**src/hw/rtl/modbus_write_register_slave_defines.svh**
```systemverilog
// Assertion macros for the Modbus write-register server.
`ifndef MODBUS_WRITE_REGISTER_SLAVE_DEFINES_SVH
`define MODBUS_WRITE_REGISTER_SLAVE_DEFINES_SVH

// Same-cycle implication, checked on every rising edge out of reset.
`define MWR_ASSERT_NOW(label, ante, cons) \
  label: assert property (@(posedge clk) disable iff (!rst_n) (ante) |-> (cons)) \
    else $error("mwr assertion failed");

// Next-cycle implication, checked on every rising edge out of reset.
`define MWR_ASSERT_NEXT(label, ante, cons) \
  label: assert property (@(posedge clk) disable iff (!rst_n) (ante) |=> (cons)) \
    else $error("mwr assertion failed");

`endif

```
**src/hw/rtl/mwr_pkg.sv**
```systemverilog
// Shared types, constants and the CRC-16 byte update for the Modbus server.
package mwr_pkg;

  localparam int FRAME_BYTES = 8;
  localparam int BODY_BYTES  = 6;
  localparam int POS_W       = $clog2(FRAME_BYTES);

  localparam logic [POS_W-1:0] POS_CHECK_LO = POS_W'(BODY_BYTES);
  localparam logic [POS_W-1:0] POS_LAST     = POS_W'(FRAME_BYTES - 1);

  localparam logic [15:0] CRC_INIT          = 16'hFFFF;
  localparam logic [15:0] CRC_POLY          = 16'hA001;
  localparam logic [7:0]  FUNC_WRITE_SINGLE = 8'h06;
  localparam logic [7:0]  DUTY_MAX          = 8'hFF;

  // Configuration register indexes
  localparam logic [1:0] CFG_SERVER_ADDR = 2'd0;
  localparam logic [1:0] CFG_REG_ADDR    = 2'd1;
  localparam logic [1:0] CFG_VALUE_LIMIT = 2'd2;

  localparam logic [7:0]  RST_SERVER_ADDR = 8'd1;
  localparam logic [15:0] RST_REG_ADDR    = 16'd1;
  localparam logic [15:0] RST_VALUE_LIMIT = 16'd255;

  typedef struct packed {
    logic [7:0]  server_address;
    logic [15:0] register_address;
    logic [15:0] value_limit;
  } cfg_t;

  // One accepted request, ready to be echoed
  typedef struct packed {
    logic [BODY_BYTES-1:0][7:0] body;
    logic [15:0]                crc;
    logic [7:0]                 duty;
  } resp_rec_t;

  // Reflected CRC-16, one byte, eight shift steps
  function automatic logic [15:0] crc_feed(input logic [15:0] crc_in, input logic [7:0] b);
    logic [15:0] c;
    c = crc_in ^ {8'h00, b};
    for (int k = 0; k < 8; k++) begin
      if (c[0]) begin
        c = (c >> 1) ^ CRC_POLY;
      end else begin
        c = c >> 1;
      end
    end
    return c;
  endfunction

endpackage

```
**src/hw/rtl/mwr_queue.sv**
```systemverilog
// Small record queue between the request front end and the response back end.
module mwr_queue #(
  parameter int DEPTH = 2
) (
  input  logic              clk,
  input  logic              rst_n,
  input  logic              push,
  input  mwr_pkg::resp_rec_t wr_rec,
  output logic              full,
  input  logic              pop,
  output mwr_pkg::resp_rec_t rd_rec,
  output logic              empty
);

  localparam int PTR_W = (DEPTH > 1) ? $clog2(DEPTH) : 1;
  localparam int CNT_W = $clog2(DEPTH + 1);
  localparam logic [PTR_W-1:0] PTR_LAST = PTR_W'(DEPTH - 1);
  localparam logic [CNT_W-1:0] CNT_FULL = CNT_W'(DEPTH);

  mwr_pkg::resp_rec_t slots_r [DEPTH];
  logic [PTR_W-1:0] wr_ptr_r, wr_ptr_nxt;
  logic [PTR_W-1:0] rd_ptr_r, rd_ptr_nxt;
  logic [CNT_W-1:0] count_r, count_nxt;
  logic do_push, do_pop;

  assign full    = (count_r == CNT_FULL);
  assign empty   = (count_r == '0);
  assign do_push = push && !full;
  assign do_pop  = pop && !empty;
  assign rd_rec  = slots_r[rd_ptr_r];

  always_comb begin
    wr_ptr_nxt = wr_ptr_r;
    rd_ptr_nxt = rd_ptr_r;
    count_nxt  = count_r;
    if (do_push) begin
      wr_ptr_nxt = (wr_ptr_r == PTR_LAST) ? '0 : wr_ptr_r + 1'b1;
    end
    if (do_pop) begin
      rd_ptr_nxt = (rd_ptr_r == PTR_LAST) ? '0 : rd_ptr_r + 1'b1;
    end
    if (do_push && !do_pop) begin
      count_nxt = count_r + 1'b1;
    end else if (do_pop && !do_push) begin
      count_nxt = count_r - 1'b1;
    end
  end

  always_ff @(posedge clk) begin
    if (!rst_n) begin
      wr_ptr_r <= '0;
      rd_ptr_r <= '0;
      count_r  <= '0;
    end else begin
      wr_ptr_r <= wr_ptr_nxt;
      rd_ptr_r <= rd_ptr_nxt;
      count_r  <= count_nxt;
    end
  end

  always_ff @(posedge clk) begin
    if (do_push) begin
      slots_r[wr_ptr_r] <= wr_rec;
    end
  end

endmodule

```
**src/hw/rtl/mwr_front.sv**
```systemverilog
// Request front end: frames bytes, runs the CRC and checks the finished request.
module mwr_front (
  input  logic               clk,
  input  logic               rst_n,
  input  mwr_pkg::cfg_t      cfg,
  input  logic               in_push,
  input  logic [7:0]         in_rx_byte,
  output logic               in_full,
  input  logic               q_full,
  output logic               q_push,
  output mwr_pkg::resp_rec_t q_rec
);

  logic [mwr_pkg::POS_W-1:0] pos_r, pos_nxt;
  logic [15:0]               crc_r, crc_nxt;
  logic [7:0]                chk_lo_r, chk_lo_nxt;
  logic [mwr_pkg::BODY_BYTES-1:0][7:0] store_r;
  logic        accept;
  logic        at_last;
  logic [15:0] rx_check, reg_field, val_field;
  logic        frame_ok;

  // Only the closing byte can need queue space
  assign at_last = (pos_r == mwr_pkg::POS_LAST);
  assign in_full = at_last && q_full;
  assign accept  = in_push && !in_full;

  assign rx_check  = {in_rx_byte, chk_lo_r};
  assign reg_field = {store_r[2], store_r[3]};
  assign val_field = {store_r[4], store_r[5]};
  assign frame_ok  = (rx_check == crc_r)
                  && (store_r[0] == cfg.server_address)
                  && (store_r[1] == mwr_pkg::FUNC_WRITE_SINGLE)
                  && (reg_field == cfg.register_address)
                  && (val_field <= cfg.value_limit);

  assign q_push     = accept && at_last && frame_ok;
  assign q_rec.body = store_r;
  assign q_rec.crc  = crc_r;
  assign q_rec.duty = (val_field > {8'h00, mwr_pkg::DUTY_MAX}) ? mwr_pkg::DUTY_MAX
                                                                : val_field[7:0];

  always_comb begin
    pos_nxt    = pos_r;
    crc_nxt    = crc_r;
    chk_lo_nxt = chk_lo_r;
    if (accept) begin
      if (at_last) begin
        pos_nxt    = '0;
        crc_nxt    = mwr_pkg::CRC_INIT;
        chk_lo_nxt = '0;
      end else if (pos_r == mwr_pkg::POS_CHECK_LO) begin
        chk_lo_nxt = in_rx_byte;
        pos_nxt    = pos_r + 1'b1;
      end else begin
        crc_nxt = mwr_pkg::crc_feed(crc_r, in_rx_byte);
        pos_nxt = pos_r + 1'b1;
      end
    end
  end

  always_ff @(posedge clk) begin
    if (!rst_n) begin
      pos_r    <= '0;
      crc_r    <= mwr_pkg::CRC_INIT;
      chk_lo_r <= '0;
    end else begin
      pos_r    <= pos_nxt;
      crc_r    <= crc_nxt;
      chk_lo_r <= chk_lo_nxt;
    end
  end

  always_ff @(posedge clk) begin
    for (int k = 0; k < mwr_pkg::BODY_BYTES; k++) begin
      if (accept && (pos_r == mwr_pkg::POS_W'(k))) begin
        store_r[k] <= in_rx_byte;
      end
    end
  end

endmodule

```
**src/hw/rtl/mwr_back.sv**
```systemverilog
// Response back end: plays one queued record out as eight echo bytes.
module mwr_back (
  input  logic               clk,
  input  logic               rst_n,
  input  logic               q_empty,
  input  mwr_pkg::resp_rec_t q_rec,
  output logic               q_pop,
  input  logic               out_pop,
  output logic               out_empty,
  output logic [7:0]         out_tx_byte,
  output logic               out_tx_last,
  output logic [7:0]         out_duty_value,
  output logic               out_duty_update
);

  mwr_pkg::resp_rec_t        rec_r;
  logic                      busy_r, busy_nxt;
  logic [mwr_pkg::POS_W-1:0] idx_r, idx_nxt;
  logic                      take, done;

  assign out_empty = !busy_r;
  assign take  = out_pop && busy_r;
  assign done  = take && (idx_r == mwr_pkg::POS_LAST);
  // Load the next record when idle or as the last byte leaves
  assign q_pop = !q_empty && (!busy_r || done);

  always_comb begin
    busy_nxt = busy_r;
    idx_nxt  = idx_r;
    if (q_pop) begin
      busy_nxt = 1'b1;
      idx_nxt  = '0;
    end else if (done) begin
      busy_nxt = 1'b0;
      idx_nxt  = '0;
    end else if (take) begin
      idx_nxt = idx_r + 1'b1;
    end
  end

  always_ff @(posedge clk) begin
    if (!rst_n) begin
      busy_r <= 1'b0;
      idx_r  <= '0;
    end else begin
      busy_r <= busy_nxt;
      idx_r  <= idx_nxt;
    end
  end

  always_ff @(posedge clk) begin
    if (q_pop) begin
      rec_r <= q_rec;
    end
  end

  always_comb begin
    case (idx_r)
      mwr_pkg::POS_CHECK_LO: out_tx_byte = rec_r.crc[7:0];
      mwr_pkg::POS_LAST:     out_tx_byte = rec_r.crc[15:8];
      default:               out_tx_byte = rec_r.body[idx_r];
    endcase
  end

  assign out_tx_last     = (idx_r == mwr_pkg::POS_LAST);
  assign out_duty_update = (idx_r == '0);
  assign out_duty_value  = rec_r.duty;

endmodule

```
**src/hw/rtl/modbus_write_register_slave.sv**
```systemverilog
// Top level of the Modbus RTU write-single-register server.
//
//   channel  direction  handshake        payload
//   in_      byte in    in_push/in_full  in_rx_byte
//   out_     byte out   out_pop/out_empty out_tx_byte, out_tx_last,
//                                        out_duty_value, out_duty_update
//   cfg_     write      cfg_we           cfg_index, cfg_data
//
// One request byte is taken per cycle while in_full is low; the CRC byte update finishes in that cycle.
// A good request leaves its echo in the record queue the edge after its last byte;
// the first response byte shows once the back end has loaded the echo from the queue, and then one byte per pop.
// in_full rises only on the closing byte of a frame while the record queue is full.
// Reset (rst_n low, synchronous) restarts framing and empties the queue and output.
`include "modbus_write_register_slave_defines.svh"

module modbus_write_register_slave #(
  parameter int QUEUE_DEPTH = 2  // accepted requests buffered ahead of the output
) (
  input  logic       clk,
  input  logic       rst_n,
  // request byte transactions
  input  logic       in_push,
  input  logic [7:0] in_rx_byte,
  output logic       in_full,
  // response byte transactions
  input  logic       out_pop,
  output logic       out_empty,
  output logic [7:0] out_tx_byte,
  output logic       out_tx_last,
  output logic [7:0] out_duty_value,
  output logic       out_duty_update,
  // configuration writes
  input  logic       cfg_we,
  input  logic [1:0] cfg_index,
  input  logic [15:0] cfg_data
);

  mwr_pkg::cfg_t      cfg_r;
  mwr_pkg::resp_rec_t push_rec, pop_rec;
  logic q_push, q_pop, q_full, q_empty;

  // Configuration registers; unknown indexes fall through untouched
  always_ff @(posedge clk) begin
    if (!rst_n) begin
      cfg_r.server_address   <= mwr_pkg::RST_SERVER_ADDR;
      cfg_r.register_address <= mwr_pkg::RST_REG_ADDR;
      cfg_r.value_limit      <= mwr_pkg::RST_VALUE_LIMIT;
    end else if (cfg_we) begin
      case (cfg_index)
        mwr_pkg::CFG_SERVER_ADDR: cfg_r.server_address   <= cfg_data[7:0];
        mwr_pkg::CFG_REG_ADDR:    cfg_r.register_address <= cfg_data;
        mwr_pkg::CFG_VALUE_LIMIT: cfg_r.value_limit      <= cfg_data;
        default: ;
      endcase
    end
  end

  // Front end: framing, CRC, request check
  mwr_front u_front (
    .clk        (clk),
    .rst_n      (rst_n),
    .cfg        (cfg_r),
    .in_push    (in_push),
    .in_rx_byte (in_rx_byte),
    .in_full    (in_full),
    .q_full     (q_full),
    .q_push     (q_push),
    .q_rec      (push_rec)
  );

  // Decoupling queue of accepted requests
  mwr_queue #(
    .DEPTH (QUEUE_DEPTH)
  ) u_queue (
    .clk    (clk),
    .rst_n  (rst_n),
    .push   (q_push),
    .wr_rec (push_rec),
    .full   (q_full),
    .pop    (q_pop),
    .rd_rec (pop_rec),
    .empty  (q_empty)
  );

  // Back end: echo byte sequencer, doubles as the output register
  mwr_back u_back (
    .clk             (clk),
    .rst_n           (rst_n),
    .q_empty         (q_empty),
    .q_rec           (pop_rec),
    .q_pop           (q_pop),
    .out_pop         (out_pop),
    .out_empty       (out_empty),
    .out_tx_byte     (out_tx_byte),
    .out_tx_last     (out_tx_last),
    .out_duty_value  (out_duty_value),
    .out_duty_update (out_duty_update)
  );

  // The front end never pushes into a full queue
  `MWR_ASSERT_NOW(a_no_overflow, q_push, !q_full)
  // First and last byte flags never coincide on a live byte
  `MWR_ASSERT_NOW(a_flags_apart, !out_empty && out_tx_last, !out_duty_update)
  // Last byte taken with nothing queued leaves the output empty
  `MWR_ASSERT_NEXT(a_drain, out_pop && !out_empty && out_tx_last && q_empty, out_empty)
  // A record loaded into the back end always starts at its first byte
  `MWR_ASSERT_NEXT(a_load_first, q_pop, !out_empty && out_duty_update)

endmodule
```
**config.mk**
```make
export PLATFORM = sky130hd
export DESIGN_NAME = modbus_write_register_slave
export DESIGN_NICKNAME = d
export VERILOG_FILES = /design/src/hw/rtl/mwr_pkg.sv /design/src/hw/rtl/mwr_queue.sv /design/src/hw/rtl/mwr_front.sv /design/src/hw/rtl/mwr_back.sv /design/src/hw/rtl/modbus_write_register_slave.sv
export VERILOG_INCLUDE_DIRS = /design/src /design/src/hw/rtl
export SDC_FILE = /design/constraint.sdc
export NUM_CORES = 1
export LEC_CHECK = 0
export BUFFER_PORTS_ARGS = -buffer_cell sky130_fd_sc_hd__buf_4
export CAP_MARGIN = 15
export CORE_AREA = 2 2 170 172
export CTS_CLUSTER_DIAMETER = 200
export DETAILED_ROUTE_END_ITERATION = 12
export DIE_AREA = 0 0 172 174
export PLACE_DENSITY = 0.71
export SYNTH_ARGS = -nofsm -noshare
export SYNTH_HDL_FRONTEND = slang
export SYNTH_HIERARCHICAL = 1
export SYNTH_SLANG_ARGS = --single-unit
```
**constraint.sdc**
```tcl
create_clock -name clk -period 6.7 [get_ports clk]
set_clock_uncertainty 0.05 [all_clocks]
set_input_delay 0.67 -clock clk [delete_from_list [all_inputs] [get_ports clk]]
set_output_delay 0.67 -clock clk [all_outputs]
set_load 0.01 [all_outputs]
```
==> reports/metrics.yaml, run 1 <==
outcome:
  outcome: "finished, final reports clean"
synth:
  synthCells: 892
  ys.warnings.count: 6
  ys_seq_elements: 340
  synth_fp_nets: 950
  synth_cell_types: 62
  synth_ff_type: "edfxtp_1"
  ys_seq_area_frac: 0.6851
  netlist_area_sq_mm: 0.01379
  synth_edf_count: 264
  synth.avg_cell_area_sq_um: 15.46
  async_reset_ff_frac: 0
clock_network:
  cts_num_sinks: 340
  cts_tree: "done"
  clk_path_buf_depth: 3
  clk_pin_slew_ns: 0.06
  clk_latency_ns: 0.50
  post_cts_buffers: 0
  postCtsHoldBufs: 0
  root_buffer: "clkbuf_16"
  htree_num_levels: 2
  cts_inserted_buffers: 35
  cts.repair.resized: 0
floorplan:
  die-area_sq_mm: 0.02993
  io_pins: 51
  core_area_sq_mm: 0.02824
  die_x_microns: 172
  row_count: 62
  die_y_microns: 174
  initial_core_util: 0.4885
pwr:
  switchingPower_uw: 938.7
  power_switching_share: 0.2124
  powerDensity_mw_per_mm2: 286.2
  pwr-share-seq: 0.535
  p_int_uw: 3481
  p_clk_frac: 0.407
  p_total_uw: 4420
  vdd_drop_max_uv: 149.0
  power_leakage_uw: 0.005356
  share_comb_of_total_power: 0.057
drt:
  num_vias: 7345
  wire_per_inst_microns: 21.31
  routed_wirelength_mm: 28.71
  ant_nets: 0
  first_pass_iters: 5
  drc: 0
  drt_iter0_markers: 825
  vias_per_cell: 5.453
global_route:
  grt_pass1_wl_mm: 44.08
  grt_use_total: 0.1977
  grt.overflow.total: 0
  grt_max_degree: 73
  antenna_found_initial: 0
  grt_pass1_vias: 7449
critical_path:
  worst_ep_required_time_ns: 6.80
  critPathKind: "reg -> reg"
  end_kind: "flip-flop"
  start_kind: "flip-flop"
  reg2reg_depth: 10
  crit_fanout: 32
  crit_arrival_ns: 4.49
place:
  post-place-ws_ns: 2.296
  placed_cell_area_sq_mm: 0.01437
  port-buffer-count: 50
  place.gp.congestion: 0.8728
  dp_hpwl_mm: 19.50
timing:
  rsz0062_at_grt: "false"
  slew_violations: 0
  tightest_slew_ns: 0.9843
  max-slew-margin-rel: 0.3417
  period_needed_ns: 4.394
  hold_violations: 0
  fmax_mhz: 227.6
  fin_crit_sh: 0.6559
  fin_ws_ns: 2.306
  finalSetupViolations: 0
  setup_tns_ns: 0
cells_and_area:
  insertedDiodeCount: 0
  nets: 996
  fin_util: 0.5469
  area_growth_pct: 11.96
  postLayoutCellArea_sq_mm: 0.01544
  drive_gt1_frac: 0.1983
  fillerInstances: 2290
worst_hold_path:
  holdPathStages: 3
  hp-class: "in -> reg"
job:
  maxCapViolations: 0
==> power by group through the flow <==
stage	combinational, uW	clock [uW]	sequential, uW
3_3_place_gp	249	0	2410
3_5_place_dp	252	0	2410
5_1_grt	277	1920	2370
2_1_floorplan	195	0	2380
4_1_cts	254	1840	2370
6_report	254	1800	2370
==> through the flow <==
step                hold WS, ns  std cells
floorplan                0.3855        892
global placement         0.3983       1284
detailed placement       0.4044       1284
CTS                      0.3997       1346
global route             0.4076       1347
finish                   0.4071       1347
==> placed cells by master, fill, tap and decap left out, types with 9 or more instances in the layout <==
master / count
nor2b_1: 14
mux2_2: 73
xor2_1: 29
mux2i_1: 49
clkbuf_16: 35
nor4_1: 10
o21ai_1: 9
nor2_1: 13
ha_1: 27
dfxtp_1: 75
inv_1: 31
clkbuf_1: 17
nand2_1: 63
o22ai_1: 17
edfxtp_1: 264
xnor2_1: 28
buf_4: 56
==> registers in the layout (all words and copies together) (netlist names), named ones only <==
register and count:
u_front/pos_r 3, cfg_r 40, u_front/chk_lo_r 8, u_front/q_rec 48, u_back/out_duty_value 8, u_queue/rd_ptr_r 1
u_queue/count_r 2, u_back/idx_r 3, u_back/rec_r 64, u_front/crc_r 16, u_queue/wr_ptr_r 1, u_back/busy_r 1
u_queue/slots_r 144
==> worst max-delay path, stage by stage (launching register included) <==
cell and delay [ns]:
edfxtp_1 0.42, ha_1 0.34, a21o_1 0.19, a211o_1 0.28, a21o_1 0.17, a2111oi_0 0.46
o221ai_1 0.31, a21oi_1 0.31, inv_1 0.14, nor3_4 0.81, buf_4 0.54
==> logic make-up (layout without fill, tap and decap cells) <==
kind of cell,Yosys count,in the layout,synth area share
simple gates,166,166,0.06468
buf+inv,80,151,0.03365
fa+ha+maj,27,27,0.02449
compound gates,85,85,0.04418
xor+xnor,65,65,0.04708
flops,340,340,0.6851
mux,129,129,0.1009
==> routing by layer <==
layer	track usage	up-vias	wire length (microns)
li1	-	3391	-
met4	0.06618	0	823
met2	0.2882	246	12670
met3	0.03370	52	1688
met1	0.3013	3656	13520
met5	0	-	0
==> synthesized netlist by cell type, types with 4 or more instances <==
cell        n  area (sq um)
edfxtp_1  264          7928
dfxtp_1    76          1521
mux2_2     73         822.0
nand2_1    63         236.5
mux2i_1    49         490.5
inv_1      31         116.4
xor2_1     29         254.0
xnor2_1    28         245.2
ha_1       27         337.8
o22ai_1    17         106.4
nor2b_1    14         87.58
buf_6      13         146.4
nor2_1     13         48.80
clkbuf_1   12         45.04
buf_4      10         75.07
nor4_1     10         62.56
o21ai_1     9         45.04
a221o_1     8         80.08
a22o_1      8         70.07
a22oi_1     8         60.06
nand4_1     8         50.05
nand4b_1    8         70.07
o211ai_1    8         60.06
a21oi_1     7         35.03
buf_2       7         35.03
mux2_1      7         78.83
nand3_1     7         35.03
or2_1       7         43.79
a21o_1      6         45.04
and3_1      6         37.54
nor3_1      6         30.03
and2_1      5         31.28
o21a_1      4         30.03
==> final cells by class <==
type	instances	area, sq um	area share
Tap cell	384	480.5	0.03111
Clock inverter	10	105.1	0.006806
Inverter	32	120.1	0.007778
Multi-Input combinational cell	472	3899	0.2525
Clock buffer	52	939.7	0.06085
Timing Repair Buffer	57	447.9	0.02901
Sequential cell	340	9450	0.6120
==> worst paths after layout <==
kind / startpoint / slack (ns) / to
worst max register to register: u_front/q_rec[66] / 2.31 / u_queue/slots_r[0][14]
worst max-delay path: u_front/q_rec[66] / 2.31 / u_queue/slots_r[0][14]
worst min register to register: cfg_r[9] / 0.41 / cfg_r[9]
worst min-delay path: cfg_data[14] / 0.41 / cfg_r[14]
Power figures use the tool's default switching activity.
==> run 2, diff against run 1 <==
--- a/config.mk
+++ b/config.mk
@@ -6,13 +6,14 @@
 export SDC_FILE = /design/constraint.sdc
 export NUM_CORES = 1
 export LEC_CHECK = 0
+export ABC_AREA = 1
 export BUFFER_PORTS_ARGS = -buffer_cell sky130_fd_sc_hd__buf_4
 export CAP_MARGIN = 15
-export CORE_AREA = 2 2 170 172
+export CORE_AREA = 2 2 175 177
 export CTS_CLUSTER_DIAMETER = 200
 export DETAILED_ROUTE_END_ITERATION = 12
-export DIE_AREA = 0 0 172 174
-export PLACE_DENSITY = 0.71
+export DIE_AREA = 0 0 177 179
+export PLACE_DENSITY = 0.73
 export SYNTH_ARGS = -nofsm -noshare
 export SYNTH_HDL_FRONTEND = slang
 export SYNTH_HIERARCHICAL = 1
==> constraint.sdc (replaced) <==
create_clock -name clk -period 3.6 [get_ports clk]
set_clock_uncertainty 0.05 [all_clocks]
set_input_delay 0.36 -clock clk [delete_from_list [all_inputs] [get_ports clk]]
set_output_delay 0.36 -clock clk [all_outputs]
set_load 0.01 [all_outputs]
==> run 2 against run 1 <==
Compared with the run above:
- first-iteration DRC count increased by 12%
- sequential share of layout area down 3.7 points
- critical path depth up 4
- critical path type unchanged
- synthesized cell count grew 42%
- cell area rose by 6.4%
- total power increased by 84%
==> reports/metrics.yaml, run 2 <==
place:
  placed_cell_area_sq_mm: 0.01536  # +6.9%
  post-place-ws_ns: 0.3971  # -1.899 ns
  port-buffer-count: 50  # unchanged
  numPlacedInstances: 1681  # +31%
  place.gp.congestion: 0.9412  # +7.8%
  dp_hpwl_mm: 21.64  # +11%
clock_network:
  htree_num_levels: 2  # unchanged
  cts.repair.resized: 0  # unchanged
  post_cts_buffers: 0  # unchanged
  cts_num_sinks: 340  # unchanged
  clk_latency_ns: 0.51  # about the same
  clk_path_buf_depth: 3  # unchanged
  root_buffer: "clkbuf_16"
  clk_pin_slew_ns: 0.06  # about the same
  postCtsHoldBufs: 0  # unchanged
  cts_tree: "done"
  cts_inserted_buffers: 34  # -2.9%
timing:
  period_needed_ns: 3.236  # -1.159 ns
  tightest_slew_ns: 0.9395  # -0.04485 ns
  fin_crit_sh: 0.8988  # +0.2429
  hold_violations: 0  # unchanged
  slew_violations: 0  # unchanged
  setup_tns_ns: 0  # unchanged
  finalSetupViolations: 0  # unchanged
  fin_ws_ns: 0.3644  # -1.941 ns
  fmax_mhz: 309.1  # +36%
  rsz0062_at_grt: "false"
  max-slew-margin-rel: 0.3737  # +0.03203
critical_path:
  start_kind: "flip-flop"
  r2r_slack_ns: 0.36  # -1.94 ns
  worst_ep_required_time_ns: 3.74  # -3.06 ns
  reg2reg_from: "u_front/pos_r[0]"
  crit_arrival_ns: 3.38  # -1.11 ns
  critPathKind: "reg -> reg"
  path_buf_inv: 3  # +1
  critPathTopFamily: "simple AND/OR/NAND/NOR gates"
  reg2reg_depth: 14  # +4
  crit_chain: "ha_1 -> ha_1 -> nand2_1 -> inv_2 -> nor2_4 -> inv_2 -> nor4_1 -> nand4_1 -> nor2_1 -> nand2_1 -> nor2_1 -> o21ai_2 -> nor2_4 -> buf_12"
  crit_fanout: 38  # +19%
  cp_slowest_cell: "nor2_4"
  critPathMaxStageDelay_ns: 0.36  # -0.45 ns
  r2r-end: "u_queue/slots_r[1][30]"
  end_kind: "flip-flop"
  startpoint: "u_front/pos_r[0]"
synth:
  synth_fp_nets: 1325  # +39%
  synth_ff_type: "edfxtp_1"
  netlist_top_cells_count: "nand2_1, edfxtp_1, inv_1, nor2_1, dfxtp_1"
  yosys.area.top_type: "edfxtp_1"
  async_reset_ff_frac: 0  # unchanged
  synth_mux_area_frac: 0.07297  # -0.02790
  synth-simple-area-share: 0.1415  # +0.07684
  netlist_area_sq_mm: 0.01471  # +6.7%
  ys_seq_area_frac: 0.6423  # -0.04276
  synth_cell_types: 46  # -26%
  ys_seq_elements: 340  # unchanged
  ys.warnings.count: 6  # unchanged
  synth.avg_cell_area_sq_um: 11.61  # -25%
  synthAdderAreaFrac: 0.02296  # -0.001529
  synth_compound_area_frac: 0.03929  # -0.004884
  synthXorXnorAreaFrac: 0.008930  # -0.03815
  synth.top_cells.by_area: "edfxtp_1, dfxtp_1, nand2_1, mux2_4, inv_1"
  synth_edf_count: 264  # unchanged
  synthCells: 1267  # +42%
  synth_top_family_by_area: "simple AND/OR/NAND/NOR gates"
  synth_top_area_frac: 0.5389  # -0.03588
  synth.most_common_cell: "nand2_1"
global_route:
  grt.overflow.total: 0  # unchanged
  antenna_found_initial: 0  # unchanged
  grt_use_total: 0.2052  # +0.007492
  grt_max_degree: 73  # unchanged
  grt_pass1_vias: 8752  # +17%
  grt_pass1_wl_mm: 49.29  # +12%
cells_and_area:
  register_area_sq_mm: 0.009453  # about the same
  largest_reg_flops: 144  # unchanged
  regMostFlops: "u_queue/slots_r"
  final_common_cell: "nand2_1"
  insertedDiodeCount: 0  # unchanged
  fin_util: 0.5474  # about the same
  final_cells: 1742  # +29%
  multiInputGateArea_sq_mm: 0.004229  # +8.5%
  postLayoutCellArea_sq_mm: 0.01644  # +6.4%
  drive_gt1_frac: 0.1694  # -0.02895
  nets: 1379  # +38%
  area_growth_pct: 11.73
  fillerInstances: 2463  # +7.6%
  layout_common_cells: "nand2_1, edfxtp_1, inv_1, nor2_1, dfxtp_1"
drt:
  drc: 0  # unchanged
  num_vias: 9033  # +23%
  wire_per_inst_microns: 18.21  # -15%
  first_pass_iters: 5  # unchanged
  ant_nets: 0  # unchanged
  vias_per_cell: 5.185  # -4.9%
  drt_iter0_markers: 922  # +12%
  routed_wirelength_mm: 31.72  # +10%
floorplan:
  die-area_sq_mm: 0.03168  # +5.9%
  die_y_microns: 179  # +2.9%
  row_count: 64  # +3.2%
  io_pins: 51  # unchanged
  die_x_microns: 177  # +2.9%
  initial_core_util: 0.4899  # +0.001437
  core_area_sq_mm: 0.03003  # +6.3%
worst_hold_path:
  hold_end: "cfg_r[29]"
  hp-start: "cfg_data[13]"
  holdPathStages: 3  # unchanged
  hp-class: "in -> reg"
pwr:
  power_switching_share: 0.2135  # +0.001131
  powerDensity_mw_per_mm2: 495.3  # +73%
  p_int_uw: 6403  # +84%
  pwr-share-seq: 0.533  # -0.002
  share_comb_of_total_power: 0.047  # -0.010
  p_clk_frac: 0.420  # +0.013
  switchingPower_uw: 1738  # +85%
  power_leakage_uw: 0.006574  # +23%
  vdd_drop_max_uv: 266.7  # +79%
outcome:
  outcome: "finished, final reports clean"
job:
  maxCapViolations: 0  # unchanged
-- run 2: cell types whose count changed in the layout (fill, tap and decap cells not counted), moves of 49 or more --
cell     change
mux2i_1     -49
nand3_1     +57
nor2_1      +69
mux2_2      -71
inv_1      +131
nand2_1    +223
mux2_4      +70
-- run 2: area by class of cell --
class / instances / area share
Sequential cell: 340 / 0.5751
Multi-Input combinational cell: 703 / 0.2573
Clock buffer: 48 / 0.05831
Inverter: 180 / 0.04133
Timing Repair Buffer: 62 / 0.03060
Tap cell: 396 / 0.03014
Clock inverter: 13 / 0.007231
-- run 2: how the worst max path moves through the flow --
stage          cells past startpoint  slack (ns)                      to
6_report                          14        0.36  u_queue/slots_r[1][30]
5_1_grt                           14        0.12  u_queue/slots_r[1][58]
3_3_place_gp                      14        0.51   u_queue/slots_r[1][0]
2_1_floorplan                     13       -0.57   u_queue/slots_r[0][0]
4_1_cts                           14        0.39  u_queue/slots_r[1][64]
3_5_place_dp                      14        0.40  u_queue/slots_r[1][59]
-- run 2: power groups by stage --
| stage | registers, uW | logic (uW) | clock network [uW] |
|---|---|---|---|
| after global placement | 4420 | 363 | 0 |
| after detailed placement | 4420 | 372 | 0 |
| final | 4340 | 381 | 3420 |
| after floorplan | 4390 | 253 | 0 |
| after global routing | 4350 | 426 | 3640 |
| after CTS | 4340 | 375 | 3480 |
-- run 2: cells by family (layout without fill, tap and decap cells) --
kind of cell	count (synthesis)	count (layout)
xor gates and xnor gates	15	15
DFF	340	340
adders and majority gates	27	27
AOI/OAI and AO/OA	99	99
and+or+nand+nor	490	490
buffers and inverters	224	303
muxes	72	72
-- run 2: layer usage --
metal | track usage | routed length, microns | vias to the layer above
li1 | - | - | 4364
met1 | 0.2816 | 13890 | 4262
met2 | 0.3275 | 14780 | 330
met3 | 0.02969 | 1791 | 77
met4 | 0.08815 | 1258 | 0
met5 | 0 | 0 | -
-- run 2: metrics by stage --
step           hold slack [ns]  total power, uW
6_report               0.04746             8141
5_1_grt                0.05792             8411
4_1_cts                0.03435             8197
3_5_place_dp            0.3975             4795
3_3_place_gp            0.3924             4782
2_1_floorplan           0.3789             4640
-- run 2: tightest hold or removal path: stages --
cell and delay (ns):
buf_4 0.09, nor2_1 0.04, nor2_1 0.08
==> run 3, diff against run 2 <==
--- a/config.mk
+++ b/config.mk
@@ -6,13 +6,12 @@
 export SDC_FILE = /design/constraint.sdc
 export NUM_CORES = 1
 export LEC_CHECK = 0
-export ABC_AREA = 1
 export BUFFER_PORTS_ARGS = -buffer_cell sky130_fd_sc_hd__buf_4
 export CAP_MARGIN = 15
-export CORE_AREA = 2 2 175 177
+export CORE_AREA = 2 2 170 172
 export CTS_CLUSTER_DIAMETER = 200
 export DETAILED_ROUTE_END_ITERATION = 12
-export DIE_AREA = 0 0 177 179
+export DIE_AREA = 0 0 172 174
 export PLACE_DENSITY = 0.73
 export SYNTH_ARGS = -nofsm -noshare
 export SYNTH_HDL_FRONTEND = slang
==> run 3 against run 2 <==
Compared with the run above:
- clock-buffer cell count rose by 2
- non-clock buffer count fell by 3
- hold slack improved by 0.043 ns
- sequential share of layout area rose by 3.4 points
- highest routed layer unchanged
- maximum frequency fell by 0.66%
- critical path depth fell by 2
- utilization rose by 0.25 points
==> reports/metrics.yaml, run 3 (synthesis gave the netlist of run 1 again) <==
outcome:
  outcome: "finished, final reports clean"
cells_and_area:
  layout_common_cells: "edfxtp_1, dfxtp_1, mux2_2, nand2_1, buf_4"
  fillerInstances: 2258  # -8.3%
  largest_reg_flops: 144  # unchanged
  regMostFlops: "u_queue/slots_r"
  final_common_cell: "edfxtp_1"
  area_growth_pct: 12.57
  insertedDiodeCount: 0  # unchanged
  nets: 998  # -28%
  postLayoutCellArea_sq_mm: 0.01553  # -5.5%
  fin_util: 0.5499  # +0.002519
  drive_gt1_frac: 0.2029  # +0.03351
clock_network:
  postCtsHoldBufs: 0  # unchanged
  cts_tree: "done"
  cts_inserted_buffers: 35  # +2.9%
  cts_num_sinks: 340  # unchanged
  cts.repair.resized: 0  # unchanged
  clk_pin_slew_ns: 0.06  # about the same
  clk_latency_ns: 0.52  # about the same
  clk_path_buf_depth: 3  # unchanged
  post_cts_buffers: 0  # unchanged
  htree_num_levels: 2  # unchanged
  root_buffer: "clkbuf_16"
drt:
  route.met3.wl_mm: 1.779  # -0.67%
  wire_per_inst_microns: 20.59  # +13%
  ant_nets: 0  # unchanged
  dr_wl_met2_mm: 12.22  # -17%
  first_pass_iters: 5  # unchanged
  routed_wirelength_mm: 27.80  # -12%
  drt_iter0_markers: 624  # -32%
  num_vias: 7281  # -19%
  drc: 0  # unchanged
  wl_met1_mm: 13.03  # -6.2%
  highest_layer: "met4"
  vias_per_cell: 5.393  # +4.0%
global_route:
  antenna_found_initial: 0  # unchanged
  grt.overflow.total: 0  # unchanged
  grt_pass1_wl_mm: 42.52  # -14%
  grt_pass1_vias: 7180  # -18%
  grt_use_total: 0.1902  # -0.01497
  grt_max_degree: 73  # unchanged
timing:
  setup_tns_ns: 0  # unchanged
  fin_crit_sh: 0.9048  # +0.006006
  tightest_slew_ns: 0.9025  # -0.03696 ns
  slew_violations: 0  # unchanged
  finalSetupViolations: 0  # unchanged
  rsz0062_at_grt: "false"
  max-slew-margin-rel: 0.3983  # +0.02464
  hold_violations: 0  # unchanged
  fmax_mhz: 307.0  # -0.66%
  period_needed_ns: 3.257  # +0.02162 ns
critical_path:
  r2r_slack_ns: 0.34  # -0.02 ns
  critPathKind: "reg -> reg"
  crit_arrival_ns: 3.65  # +0.27 ns
  start_kind: "flip-flop"
  end_kind: "flip-flop"
  worst_ep_required_time_ns: 3.99  # +0.25 ns
  crit_fanout: 4  # -89%
pwr:
  switchingPower_uw: 1762  # +1.4%
  p_int_uw: 6553  # +2.3%
  power_leakage_uw: 0.005397  # -18%
  pwr-share-seq: 0.528  # -0.005
  p_clk_frac: 0.414  # -0.006
  share_comb_of_total_power: 0.057  # +0.010
  vdd_drop_max_uv: 263.2  # -1.3%
  power_switching_share: 0.2119  # -0.001610
  powerDensity_mw_per_mm2: 535.5  # +8.1%
place:
  placed_cell_area_sq_mm: 0.01444  # -6.0%
  dp_hpwl_mm: 18.93  # -13%
  place.gp.congestion: 0.8819  # -6.3%
  port-buffer-count: 50  # unchanged
floorplan:
  io_pins: 51  # unchanged
  die_x_microns: 172  # -2.8%
  die_y_microns: 174  # -2.8%
  die-area_sq_mm: 0.02993  # -5.5%
  row_count: 62  # -3.1%
  core_area_sq_mm: 0.02824  # -6.0%
  initial_core_util: 0.4885  # -0.001437
job:
  maxCapViolations: 0  # unchanged
worst_hold_path:
  hp-class: "in -> reg"
run 3: cell count changes in the layout (fill, tap and decap cells not counted), sizes merged, moves of 20 or more:
| cell | previous run | this run |
|---|---|---|
| a21oi | 39 | 7 |
| inv | 179 | 35 |
| mux2i | 0 | 49 |
| nand2 | 300 | 63 |
| nand3 | 67 | 7 |
| nor2 | 87 | 13 |
| xnor2 | 10 | 30 |
| xor2 | 5 | 32 |
run 3: cell type report:
cell class	instances	area, sq um	area share
timing repair buffer	59	480.5	0.03094
inverter	32	120.1	0.007736
multi-input combinational	472	3905	0.2515
tap	384	480.5	0.03094
sequential	340	9450	0.6086
clock inverter	13	118.9	0.007655
clock buffer	50	972.2	0.06261
run 3: worst paths after layout:
kind	from	endpoint	depth (start not counted)
max	u_front/q_rec[66]	u_queue/count_r[1]	12
min	cfg_data[8]	cfg_r[8]	3
max reg2reg	u_front/q_rec[66]	u_queue/count_r[1]	12
min reg2reg	cfg_r[12]	cfg_r[12]	2
run 3: power by group through the flow:
stage / Clock, uW / Sequential, uW / Combinational, uW
4_1_cts: 3510 / 4390 / 476
3_3_place_gp: 0 / 4470 / 464
6_report: 3450 / 4390 / 475
2_1_floorplan: 0 / 4430 / 364
3_5_place_dp: 0 / 4480 / 474
5_1_grt: 3670 / 4400 / 519
run 3: critical path: stages (launching register included):
cell and delay (ns):
edfxtp_1 0.42, ha_1 0.35, and4b_1 0.18, a211o_1 0.27, a21o_1 0.16, a2111oi_2 0.28, o221ai_1 0.19, a21oi_1 0.26
inv_1 0.12, nor2_1 0.12, ha_1 0.27, or3_1 0.35, a21boi_1 0.17
run 3: through the flow:
step / std cells / hold slack [ns] / total power [uW] / setup WS [ns]
2_1_floorplan: 892 / 0.3855 / 4791 / -0.6143
3_3_place_gp: 1287 / 0.3954 / 4937 / 0.4295
3_5_place_dp: 1287 / 0.4035 / 4950 / 0.3405
4_1_cts: 1350 / 0.07117 / 8375 / 0.3234
5_1_grt: 1350 / 0.08588 / 8594 / 0.2060
6_report: 1350 / 0.08999 / 8315 / 0.3428
run 3: per-layer routing:
metal	GRT usage	up-vias
met5	0	-
met4	0.06303	0
met3	0.03324	55
met2	0.2779	234
met1	0.2893	3583
li1	-	3409
